--- src/design/ppc_instruction_encoder_unit_defines.svh ---
// Assertion macros shared by the instruction encoder modules.
// Needs nothing else; taken in by the files that carry assertions.
`ifndef PPC_INSTRUCTION_ENCODER_UNIT_DEFINES_SVH
`define PPC_INSTRUCTION_ENCODER_UNIT_DEFINES_SVH

// same-cycle implication, held off while in reset
`define PPCENC_ASSERT_NOW(label, clk, rst_n, ante, cons) \
	label: assert property (@(posedge clk) disable iff (!rst_n) (ante) |-> (cons)) \
		else $error("ppcenc assertion failed");

// next-cycle implication, held off while in reset
`define PPCENC_ASSERT_NEXT(label, clk, rst_n, ante, cons) \
	label: assert property (@(posedge clk) disable iff (!rst_n) (ante) |=> (cons)) \
		else $error("ppcenc assertion failed");

`endif

--- src/design/ppcenc_pkg.sv ---
// Types, codes and the mnemonic table of the instruction encoder.
// No dependencies; used by every module of the encoder.
package ppcenc_pkg;

	localparam int unsigned CMD_COUNT = 42;

	localparam logic [2:0] KIND_REG  = 3'd1;
	localparam logic [2:0] KIND_NUM  = 3'd2;
	localparam logic [2:0] KIND_SIMM = 3'd3;
	localparam logic [2:0] KIND_UIMM = 3'd4;
	localparam logic [2:0] KIND_ADDR = 3'd5;

	typedef enum logic [2:0] {
		FORM_XO3,
		FORM_XO2,
		FORM_SWAP3,
		FORM_SIMM,
		FORM_UIMM,
		FORM_BLONG,
		FORM_BSHORT,
		FORM_BREG
	} form_t;

	typedef enum logic [2:0] {
		ERR_NONE,
		ERR_BAD_KIND,
		ERR_VALUE_RANGE,
		ERR_PC_ALIGN,
		ERR_TARGET_ALIGN,
		ERR_BAD_ABSOLUTE,
		ERR_BRANCH_RANGE
	} err_t;

	typedef struct packed {
		form_t      form;
		logic [5:0] primary;
		logic [9:0] ext;
		logic       oe;
		logic       rclk;
		logic       aa;
	} enc_entry_t;

	typedef struct packed {
		logic [5:0]  command;
		logic [2:0]  kind_first;
		logic [2:0]  kind_second;
		logic [2:0]  kind_third;
		logic [4:0]  field_first;
		logic [4:0]  field_second;
		logic [4:0]  field_third;
		logic [31:0] imm_value;
		logic [31:0] cur_address;
	} in_item_t;

	typedef struct packed {
		logic [31:0] instr_word;
		logic [2:0]  error_code;
	} out_item_t;

	// classified request handed from the front to the back
	typedef struct packed {
		enc_entry_t  entry;
		err_t        err;
		logic [4:0]  f0;
		logic [4:0]  f1;
		logic [4:0]  f2;
		logic [31:0] imm;
		logic [31:0] diff;
	} cls_item_t;

	typedef struct packed {
		logic full;
		logic head_valid;
	} q_status_t;

	localparam enc_entry_t ENC_TABLE [CMD_COUNT] = '{
		'{FORM_XO3, 6'd31, 10'd266, 1'b0, 1'b0, 1'b0},
		'{FORM_XO3, 6'd31, 10'd266, 1'b0, 1'b1, 1'b0},
		'{FORM_XO3, 6'd31, 10'd266, 1'b1, 1'b0, 1'b0},
		'{FORM_XO3, 6'd31, 10'd266, 1'b1, 1'b1, 1'b0},
		'{FORM_XO3, 6'd31, 10'd10, 1'b0, 1'b0, 1'b0},
		'{FORM_XO3, 6'd31, 10'd10, 1'b0, 1'b1, 1'b0},
		'{FORM_XO3, 6'd31, 10'd10, 1'b1, 1'b0, 1'b0},
		'{FORM_XO3, 6'd31, 10'd10, 1'b1, 1'b1, 1'b0},
		'{FORM_XO3, 6'd31, 10'd138, 1'b0, 1'b0, 1'b0},
		'{FORM_XO3, 6'd31, 10'd138, 1'b0, 1'b1, 1'b0},
		'{FORM_XO3, 6'd31, 10'd138, 1'b1, 1'b0, 1'b0},
		'{FORM_XO3, 6'd31, 10'd138, 1'b1, 1'b1, 1'b0},
		'{FORM_SIMM, 6'd14, 10'd0, 1'b0, 1'b0, 1'b0},
		'{FORM_SIMM, 6'd12, 10'd0, 1'b0, 1'b0, 1'b0},
		'{FORM_SIMM, 6'd13, 10'd0, 1'b0, 1'b0, 1'b0},
		'{FORM_SIMM, 6'd15, 10'd0, 1'b0, 1'b0, 1'b0},
		'{FORM_XO2, 6'd31, 10'd234, 1'b0, 1'b0, 1'b0},
		'{FORM_XO2, 6'd31, 10'd234, 1'b0, 1'b1, 1'b0},
		'{FORM_XO2, 6'd31, 10'd234, 1'b1, 1'b0, 1'b0},
		'{FORM_XO2, 6'd31, 10'd234, 1'b1, 1'b1, 1'b0},
		'{FORM_XO2, 6'd31, 10'd202, 1'b0, 1'b0, 1'b0},
		'{FORM_XO2, 6'd31, 10'd202, 1'b0, 1'b1, 1'b0},
		'{FORM_XO2, 6'd31, 10'd202, 1'b1, 1'b0, 1'b0},
		'{FORM_XO2, 6'd31, 10'd202, 1'b1, 1'b1, 1'b0},
		'{FORM_SWAP3, 6'd31, 10'd28, 1'b0, 1'b0, 1'b0},
		'{FORM_SWAP3, 6'd31, 10'd28, 1'b0, 1'b1, 1'b0},
		'{FORM_SWAP3, 6'd31, 10'd60, 1'b0, 1'b0, 1'b0},
		'{FORM_SWAP3, 6'd31, 10'd60, 1'b0, 1'b1, 1'b0},
		'{FORM_UIMM, 6'd28, 10'd0, 1'b0, 1'b0, 1'b0},
		'{FORM_UIMM, 6'd29, 10'd0, 1'b0, 1'b0, 1'b0},
		'{FORM_BLONG, 6'd18, 10'd0, 1'b0, 1'b0, 1'b0},
		'{FORM_BLONG, 6'd18, 10'd0, 1'b0, 1'b0, 1'b1},
		'{FORM_BLONG, 6'd18, 10'd0, 1'b0, 1'b1, 1'b0},
		'{FORM_BLONG, 6'd18, 10'd0, 1'b0, 1'b1, 1'b1},
		'{FORM_BSHORT, 6'd16, 10'd0, 1'b0, 1'b0, 1'b0},
		'{FORM_BSHORT, 6'd16, 10'd0, 1'b0, 1'b0, 1'b1},
		'{FORM_BSHORT, 6'd16, 10'd0, 1'b0, 1'b1, 1'b0},
		'{FORM_BSHORT, 6'd16, 10'd0, 1'b0, 1'b1, 1'b1},
		'{FORM_BREG, 6'd19, 10'd528, 1'b0, 1'b0, 1'b0},
		'{FORM_BREG, 6'd19, 10'd528, 1'b0, 1'b1, 1'b0},
		'{FORM_BREG, 6'd19, 10'd16, 1'b0, 1'b0, 1'b0},
		'{FORM_BREG, 6'd19, 10'd16, 1'b0, 1'b1, 1'b0}
	};

endpackage

--- src/design/ppcenc_front.sv ---
// Front end: accepts a request, looks up its mnemonic and checks operand kinds
// and alignment, and forms the branch displacement. Depends on ppcenc_pkg.
module ppcenc_front (
	input  logic                  in_valid,
	output logic                  in_ready,
	input  ppcenc_pkg::in_item_t  in_item,
	input  ppcenc_pkg::q_status_t q_status,
	output logic                  push,
	output ppcenc_pkg::cls_item_t cls
);

	logic                   cmd_ok;
	logic                   kind_ok;
	logic                   is_branch;
	ppcenc_pkg::enc_entry_t entry;
	logic                   k0_reg, k1_reg, k2_reg, k0_num, k1_num;

	assign in_ready = !q_status.full;
	assign push     = in_valid && in_ready;

	assign cmd_ok = in_item.command < 6'(ppcenc_pkg::CMD_COUNT);
	assign entry  = cmd_ok ? ppcenc_pkg::ENC_TABLE[in_item.command] : '0;

	assign k0_reg = in_item.kind_first == ppcenc_pkg::KIND_REG;
	assign k1_reg = in_item.kind_second == ppcenc_pkg::KIND_REG;
	assign k2_reg = in_item.kind_third == ppcenc_pkg::KIND_REG;
	assign k0_num = in_item.kind_first == ppcenc_pkg::KIND_NUM;
	assign k1_num = in_item.kind_second == ppcenc_pkg::KIND_NUM;

	always_comb begin
		case (entry.form)
			ppcenc_pkg::FORM_XO3:    kind_ok = k0_reg && k1_reg && k2_reg;
			ppcenc_pkg::FORM_XO2:    kind_ok = k0_reg && k1_reg;
			ppcenc_pkg::FORM_SWAP3:  kind_ok = k0_reg && k1_reg && k2_reg;
			ppcenc_pkg::FORM_SIMM:   kind_ok = k0_reg && k1_reg &&
				in_item.kind_third == ppcenc_pkg::KIND_SIMM;
			ppcenc_pkg::FORM_UIMM:   kind_ok = k0_reg && k1_reg &&
				in_item.kind_third == ppcenc_pkg::KIND_UIMM;
			ppcenc_pkg::FORM_BLONG:  kind_ok = in_item.kind_first == ppcenc_pkg::KIND_ADDR;
			ppcenc_pkg::FORM_BSHORT: kind_ok = k0_num && k1_num &&
				in_item.kind_third == ppcenc_pkg::KIND_ADDR;
			ppcenc_pkg::FORM_BREG:   kind_ok = k0_num && k1_num;
			default:                 kind_ok = 1'b0;
		endcase
	end

	assign is_branch = entry.form == ppcenc_pkg::FORM_BLONG ||
		entry.form == ppcenc_pkg::FORM_BSHORT;

	always_comb begin
		cls.entry = entry;
		cls.f0    = in_item.field_first;
		cls.f1    = in_item.field_second;
		cls.f2    = in_item.field_third;
		cls.imm   = in_item.imm_value;
		// absolute branches carry the target itself
		cls.diff  = entry.aa ? in_item.imm_value :
			in_item.imm_value - in_item.cur_address;
		if (!cmd_ok || !kind_ok) begin
			cls.err = ppcenc_pkg::ERR_BAD_KIND;
		end else if (is_branch && in_item.cur_address[1:0] != 2'b00) begin
			cls.err = ppcenc_pkg::ERR_PC_ALIGN;
		end else if (is_branch && in_item.imm_value[1:0] != 2'b00) begin
			cls.err = ppcenc_pkg::ERR_TARGET_ALIGN;
		end else begin
			cls.err = ppcenc_pkg::ERR_NONE;
		end
	end

endmodule

--- src/design/ppcenc_queue.sv ---
// Short request queue between the front and back ends.
// Depends on ppcenc_pkg and the shared assertion macros.
`include "ppc_instruction_encoder_unit_defines.svh"

module ppcenc_queue #(
	parameter int unsigned DEPTH = 2
) (
	input  logic                  clk,
	input  logic                  arst_n,
	input  logic                  push,
	input  ppcenc_pkg::cls_item_t push_item,
	input  logic                  pop,
	output ppcenc_pkg::cls_item_t head_item,
	output ppcenc_pkg::q_status_t q_status
);

	localparam int unsigned PW = (DEPTH > 1) ? $clog2(DEPTH) : 1;
	localparam int unsigned CW = $clog2(DEPTH + 1);

	ppcenc_pkg::cls_item_t mem_q [DEPTH];
	logic [PW-1:0]         wr_ptr_q;
	logic [PW-1:0]         rd_ptr_q;
	logic [CW-1:0]         count_q;

	always_ff @(posedge clk) begin
		if (push) begin
			mem_q[wr_ptr_q] <= push_item;
		end
	end

	always_ff @(posedge clk or negedge arst_n) begin
		if (!arst_n) begin
			wr_ptr_q <= '0;
			rd_ptr_q <= '0;
			count_q  <= '0;
		end else begin
			if (push) begin
				wr_ptr_q <= (wr_ptr_q == PW'(DEPTH - 1)) ? '0 : wr_ptr_q + 1'b1;
			end
			if (pop) begin
				rd_ptr_q <= (rd_ptr_q == PW'(DEPTH - 1)) ? '0 : rd_ptr_q + 1'b1;
			end
			count_q <= count_q + CW'(push) - CW'(pop);
		end
	end

	assign head_item           = mem_q[rd_ptr_q];
	assign q_status.full       = count_q == CW'(DEPTH);
	assign q_status.head_valid = count_q != '0;

	`PPCENC_ASSERT_NOW(a_no_push_full, clk, arst_n, q_status.full, !push)
	`PPCENC_ASSERT_NOW(a_no_pop_empty, clk, arst_n, !q_status.head_valid, !pop)
	`PPCENC_ASSERT_NEXT(a_pop_drains, clk, arst_n, pop && !push,
		count_q == $past(count_q) - 1'b1)

endmodule

--- src/design/ppcenc_back.sv ---
// Back end: finishes range checks, assembles the instruction word and holds
// it in the output register. Depends on ppcenc_pkg and the assertion macros.
`include "ppc_instruction_encoder_unit_defines.svh"

module ppcenc_back (
	input  logic                  clk,
	input  logic                  arst_n,
	input  ppcenc_pkg::cls_item_t head_item,
	input  ppcenc_pkg::q_status_t q_status,
	output logic                  pop,
	output logic                  out_valid,
	input  logic                  out_ready,
	output ppcenc_pkg::out_item_t out_item
);

	ppcenc_pkg::cls_item_t  c;
	ppcenc_pkg::err_t       err;
	ppcenc_pkg::err_t       reach_err;
	logic [31:0]            word;
	logic                   long_ok, short_ok;
	logic                   out_valid_q;
	ppcenc_pkg::out_item_t  out_q;

	assign c = head_item;

	// displacement fits when its upper bits are a pure sign extension
	assign long_ok   = (&c.diff[31:25]) || !(|c.diff[31:25]);
	assign short_ok  = (&c.diff[31:15]) || !(|c.diff[31:15]);
	assign reach_err = c.entry.aa ? ppcenc_pkg::ERR_BAD_ABSOLUTE :
		ppcenc_pkg::ERR_BRANCH_RANGE;

	always_comb begin
		word = {c.entry.primary, 26'd0};
		err  = c.err;
		case (c.entry.form)
			ppcenc_pkg::FORM_XO3: begin
				word[25:0] = {c.f0, c.f1, c.f2, c.entry.oe, c.entry.ext[8:0], c.entry.rclk};
			end
			ppcenc_pkg::FORM_XO2: begin
				word[25:0] = {c.f0, c.f1, 5'd0, c.entry.oe, c.entry.ext[8:0], c.entry.rclk};
			end
			ppcenc_pkg::FORM_SWAP3: begin
				word[25:0] = {c.f1, c.f0, c.f2, c.entry.ext, c.entry.rclk};
			end
			ppcenc_pkg::FORM_SIMM: begin
				word[25:0] = {c.f0, c.f1, c.imm[15:0]};
			end
			ppcenc_pkg::FORM_UIMM: begin
				word[25:0] = {c.f1, c.f0, c.imm[15:0]};
				if (err == ppcenc_pkg::ERR_NONE && c.imm[31:16] != 16'd0) begin
					err = ppcenc_pkg::ERR_VALUE_RANGE;
				end
			end
			ppcenc_pkg::FORM_BLONG: begin
				word[25:0] = {c.diff[25:2], c.entry.aa, c.entry.rclk};
				if (err == ppcenc_pkg::ERR_NONE && !long_ok) begin
					err = reach_err;
				end
			end
			ppcenc_pkg::FORM_BSHORT: begin
				word[25:0] = {c.f0, c.f1, c.diff[15:2], c.entry.aa, c.entry.rclk};
				if (err == ppcenc_pkg::ERR_NONE && !short_ok) begin
					err = reach_err;
				end
			end
			ppcenc_pkg::FORM_BREG: begin
				word[25:0] = {c.f0, c.f1, 5'd0, c.entry.ext, c.entry.rclk};
			end
			default: begin
				word = '0;
			end
		endcase
	end

	// advance whenever the output register is free or being drained
	assign pop = q_status.head_valid && (!out_valid_q || out_ready);

	always_ff @(posedge clk or negedge arst_n) begin
		if (!arst_n) begin
			out_valid_q <= 1'b0;
		end else if (pop) begin
			out_valid_q <= 1'b1;
		end else if (out_ready) begin
			out_valid_q <= 1'b0;
		end
	end

	always_ff @(posedge clk) begin
		if (pop) begin
			out_q.instr_word <= (err == ppcenc_pkg::ERR_NONE) ? word : 32'd0;
			out_q.error_code <= 3'(err);
		end
	end

	assign out_valid = out_valid_q;
	assign out_item  = out_q;

	`PPCENC_ASSERT_NOW(a_err_zero_word, clk, arst_n,
		out_valid_q && out_q.error_code != 3'(ppcenc_pkg::ERR_NONE), out_q.instr_word == 32'd0)
	`PPCENC_ASSERT_NEXT(a_pop_fills, clk, arst_n, pop, out_valid_q)
	`PPCENC_ASSERT_NOW(a_no_bubble, clk, arst_n, q_status.head_valid && !out_valid_q, pop)

endmodule

--- src/design/ppc_instruction_encoder_unit.sv ---
// Top level of the instruction encoder: front end, request queue, back end.
// Depends on ppcenc_pkg, ppcenc_front, ppcenc_queue and ppcenc_back.
//
//   channel | handshake             | payload
//   in      | in_valid / in_ready   | in_item  (ppcenc_pkg::in_item_t)
//   out     | out_valid / out_ready | out_item (ppcenc_pkg::out_item_t)
//
// One request per cycle sustained while out_ready stays high; a taken request
// is written into the queue and then loaded into the output register, which
// presents the result; a stalled output can keep it waiting in the queue.
// The queue holds QUEUE_DEPTH requests; in_ready drops only when it is full.
// Reset empties the queue and clears out_valid; queue storage and the output word are not reset.
// A stalled output holds its result while the queue fills behind it.
module ppc_instruction_encoder_unit #(
	parameter int unsigned QUEUE_DEPTH = 2
) (
	input  logic                  clk,
	input  logic                  arst_n,
	input  logic                  in_valid,
	output logic                  in_ready,
	input  ppcenc_pkg::in_item_t  in_item,
	output logic                  out_valid,
	input  logic                  out_ready,
	output ppcenc_pkg::out_item_t out_item
);

	logic                  push;
	logic                  pop;
	ppcenc_pkg::cls_item_t cls;
	ppcenc_pkg::cls_item_t head_item;
	ppcenc_pkg::q_status_t q_status;

	ppcenc_front u_front (
		.in_valid (in_valid),
		.in_ready (in_ready),
		.in_item  (in_item),
		.q_status (q_status),
		.push     (push),
		.cls      (cls)
	);

	ppcenc_queue #(
		.DEPTH (QUEUE_DEPTH)
	) u_queue (
		.clk       (clk),
		.arst_n    (arst_n),
		.push      (push),
		.push_item (cls),
		.pop       (pop),
		.head_item (head_item),
		.q_status  (q_status)
	);

	ppcenc_back u_back (
		.clk       (clk),
		.arst_n    (arst_n),
		.head_item (head_item),
		.q_status  (q_status),
		.pop       (pop),
		.out_valid (out_valid),
		.out_ready (out_ready),
		.out_item  (out_item)
	);

endmodule

--- config.mk ---
export PLATFORM = sky130hd
export DESIGN_NAME = ppc_instruction_encoder_unit
export DESIGN_NICKNAME = d
export VERILOG_FILES = /design/src/design/ppcenc_pkg.sv /design/src/design/ppcenc_front.sv /design/src/design/ppcenc_queue.sv /design/src/design/ppcenc_back.sv /design/src/design/ppc_instruction_encoder_unit.sv
export VERILOG_INCLUDE_DIRS = /design/src /design/src/design
export SDC_FILE = /design/constraint.sdc
export NUM_CORES = 1
export LEC_CHECK = 0
export BUFFER_PORTS_ARGS = -buffer_cell sky130_fd_sc_hd__buf_2
export CORE_ASPECT_RATIO = 1.5
export CORE_MARGIN = 2
export CORE_UTILIZATION = 53
export DETAILED_ROUTE_END_ITERATION = 6
export PLACE_DENSITY = 0.74
export SYNTH_ARGS = -nofsm -noshare
export SYNTH_HDL_FRONTEND = slang
export SYNTH_SLANG_ARGS = --single-unit
--- constraint.sdc ---
create_clock -name clk -period 5.5 [get_ports clk]
set_clock_uncertainty 0.15 [all_clocks]
set_input_delay 1.375 -clock clk [delete_from_list [all_inputs] [get_ports clk]]
set_output_delay 1.375 -clock clk [all_outputs]
set_load 0.005 [all_outputs]
==> flow_metrics.env <==
export IMPL_rows=66
export IMPL_timing_critical_path_mode_cell="o21ai_1"
export IMPL_crit_path_start_kind="primary input"
export IMPL_fillCellCount=1756
export IMPL_dp_hpwl_microns=18400
export IMPL_cts_hold_buffers_added=0
export IMPL_grt_total_usage=0.223
export IMPL_detail_route_vias_per_cell=6.05
export IMPL_io_pins=135
export IMPL_powerDensity_nw_per_um2=479
export IMPL_ant_nets=0
export IMPL_post_cts_resized=0
export IMPL_min_period_ns=4.01
export IMPL_rsz0062_at_grt="no"
export IMPL_syn_nets=1086
export IMPL_antenna_cells=0
export IMPL_portBuffers=133
export IMPL_tns_ns=0
export IMPL_clk_latency_ns=0.51
export IMPL_status="finished clean"
export IMPL_hold_viol_final=0
export IMPL_wl_microns=26400
export IMPL_pre_cts_ws_ns=1.05
export IMPL_clock_path_buffers=3
export IMPL_crit_type="in -> reg"
export IMPL_clk_pin_slew_worst_paths_ns=0.06
export IMPL_final_cell_mix="edfxtp_1 (231), buf_2 (133), a21oi_1 (81), nor2_1 (77), inv_1 (49)"
export IMPL_crit_arrival_ns=4.11
export IMPL_switchingPower_w=0.00212
export IMPL_required_ns=5.60
export IMPL_period_share=0.729
export IMPL_drive_gt1_frac=0.199
export IMPL_layout_nets=1217
export IMPL_drt_iter0_markers=621
export IMPL_cp_num_buf_inv=1
export IMPL_internal_power_w=0.00430
export IMPL_drcViolationCount=0
export IMPL_syn_cell_area_sq_um=11700
export IMPL_synth_area_per_cell_sq_um=12.3
export IMPL_synthCells=948
export IMPL_setup_viol=0
export IMPL_p_leak_nw=5.07
export IMPL_grt_pass1_wl_microns=41400
export IMPL_numCtsBuffers=23
export IMPL_drv_slew=0
export IMPL_path_max_fanout=4
export IMPL_max_freq_ghz=0.250
export IMPL_mostFrequentLayoutCell="edfxtp_1"
export IMPL_synthFlopType="edfxtp_1"
export IMPL_worst_ir_drop_vdd_v=0.000319
export IMPL_cts_root_buf="clkbuf_16"
export IMPL_cts_setup_buffers=0
export IMPL_seq_area_frac_synth=0.605
export IMPL_multi_input_area_sq_um=4260
export IMPL_seqPwrFrac=0.429
export IMPL_cts_tree="built"
export IMPL_antenna_found_initial=0
export IMPL_critPathCaptureType="flop"
export IMPL_crit_family="compound AO/OA/AOI/OAI gates"
export IMPL_synth_edf_count=231
export IMPL_clkPwrFrac=0.249
export IMPL_via_count=8260
export IMPL_cp_cell_sequence="buf_2, ha_1, a211oi_1, o21ai_0, a221oi_1, o21ai_1, a21oi_1, o21ai_1, a2111o_1, o221a_2"
export IMPL_syn_to_final_growth_pct=14.7
export IMPL_drv_cap=0
export IMPL_clock_sinks=236
export IMPL_wire_per_inst_microns=19.3
export IMPL_core_area_sq_um=21600
export IMPL_slowest_delay_ns=0.49
export IMPL_relSlewSlack=0.359
export IMPL_worst_pin_slew_ns=0.959
export IMPL_yosys_warnings=0
export IMPL_crit_slowest_cell="a221oi_1"
export IMPL_switching_share=0.330
export IMPL_first_global_vias=8031
export IMPL_synthArstFlopShare=0.0212
export IMPL_p_comb_frac=0.322
export IMPL_die_width_microns=125
export IMPL_htreeDepth=1
export IMPL_grt_overflow=0
export IMPL_hp_class="reg -> reg"
export IMPL_grt_start_max_net_pins=64
export IMPL_die_area_sq_um=23200
export IMPL_setup_ws_ns=1.49
export IMPL_dr_pass1_iters=5
export IMPL_synth_cell_types=72
export IMPL_fp_dieH_microns=186
export IMPL_seq_area_sq_um=7070
export IMPL_start_util=0.539
export IMPL_place_gp_congestion=0.930
export IMPL_ys_seq_elements=236
-- cell usage after synthesis (all sizes together), types with 10 or more instances --
cell type | n | share of area
ha | 40 | 0.043
o21ai | 38 | 0.016
buf | 23 | 0.0098
xnor2 | 22 | 0.017
nor3 | 25 | 0.011
a22oi | 11 | 0.0071
inv | 50 | 0.016
nand3 | 20 | 0.0086
edfxtp | 231 | 0.59
nand2 | 46 | 0.015
nand2b | 11 | 0.0065
a221oi | 10 | 0.0075
a21oi | 82 | 0.035
mux2i | 45 | 0.039
mux2 | 18 | 0.017
nor4 | 16 | 0.0086
clkbuf | 19 | 0.0061
nor2 | 78 | 0.025
a211oi | 18 | 0.012
-- final timing paths --
path | end | cells past startpoint | slack, ns | from
min in group asynchronous | u_back.out_valid | 1 | 0.52 | arst_n
setup reg to reg | u_back.out_item[12] | 8 | 1.82 | u_queue.rd_ptr_q
hold / removal | u_queue.count_q[1] | 1 | 0.35 | u_queue.count_q[1]
hold reg to reg | u_queue.count_q[1] | 1 | 0.35 | u_queue.count_q[1]
max in group asynchronous | u_queue.rd_ptr_q | 1 | 4.54 | arst_n
setup / recovery | u_queue.mem_q[0][24] | 10 | 1.49 | in_item[39]
-- sequential cells by signal (all words and copies together), names as in the netlist --
register and count:
u_back.out_valid 1, u_back.out_item 33, u_queue.rd_ptr_q 1, u_queue.mem_q 198, u_queue.count_q 2, u_queue.wr_ptr_q 1
-- power by group through the flow --
stage / registers (W) / clock network (W) / logic [W]
after floorplan: 0.00277 / 0 / 0.00142
after global placement: 0.00278 / 0 / 0.00201
after detailed placement: 0.00279 / 0 / 0.00205
after CTS: 0.00276 / 0.00161 / 0.00206
after global routing: 0.00279 / 0.00168 / 0.00226
final: 0.00275 / 0.00160 / 0.00206
-- through the flow --
step,total power [W],cell area (sq um),hold slack (ns),std cells,utilization
5_1_grt,0.00674,13400,0.376,1366,0.619
3_3_place_gp,0.00479,12600,0.334,1326,0.584
3_5_place_dp,0.00484,12600,0.348,1326,0.584
2_1_floorplan,0.00420,11700,0.310,948,-
4_1_cts,0.00643,13400,0.359,1366,0.619
6_report,0.00641,13400,0.354,1366,0.619
-- worst reg2reg max path, cell delays in order, from the launching register on --
cell and delay, ns:
dfrtp_4 0.58, mux2_2 0.56, nand2_1 0.28, nor2_1 0.51, a21o_1 0.37, a22oi_1 0.15, a21oi_1 0.27, o22ai_1 0.11
a211oi_1 0.45
-- cell families after synthesis --
kind of cell	count (synthesis)	synth area share
DFF	236	0.605
adders and majority gates	40	0.0429
buffers and inverters	92	0.0320
and+or+nand+nor	248	0.107
AOI/OAI and AO/OA	241	0.135
xor gates and xnor gates	26	0.0195
other	1	0.000321
muxes	64	0.0582
-- layer usage --
metal,vias up,global-route usage,share of wire
met4,0,0.0764,0.025
met2,291,0.398,0.51
li1,3905,-,-
met1,4019,0.282,0.41
met3,45,0.0273,0.058
met5,-,0,0
-- layout make-up --
| type | count | share of cell area |
|---|---|---|
| flip-flops and latches | 236 | 0.528 |
| multi-input cells | 620 | 0.318 |
| repair buffers | 148 | 0.0581 |
| clock buffers | 27 | 0.0441 |
| well taps | 272 | 0.0254 |
| inverters | 50 | 0.0140 |
| clock inverters | 13 | 0.0121 |
(Power assumes the default switching activity.)
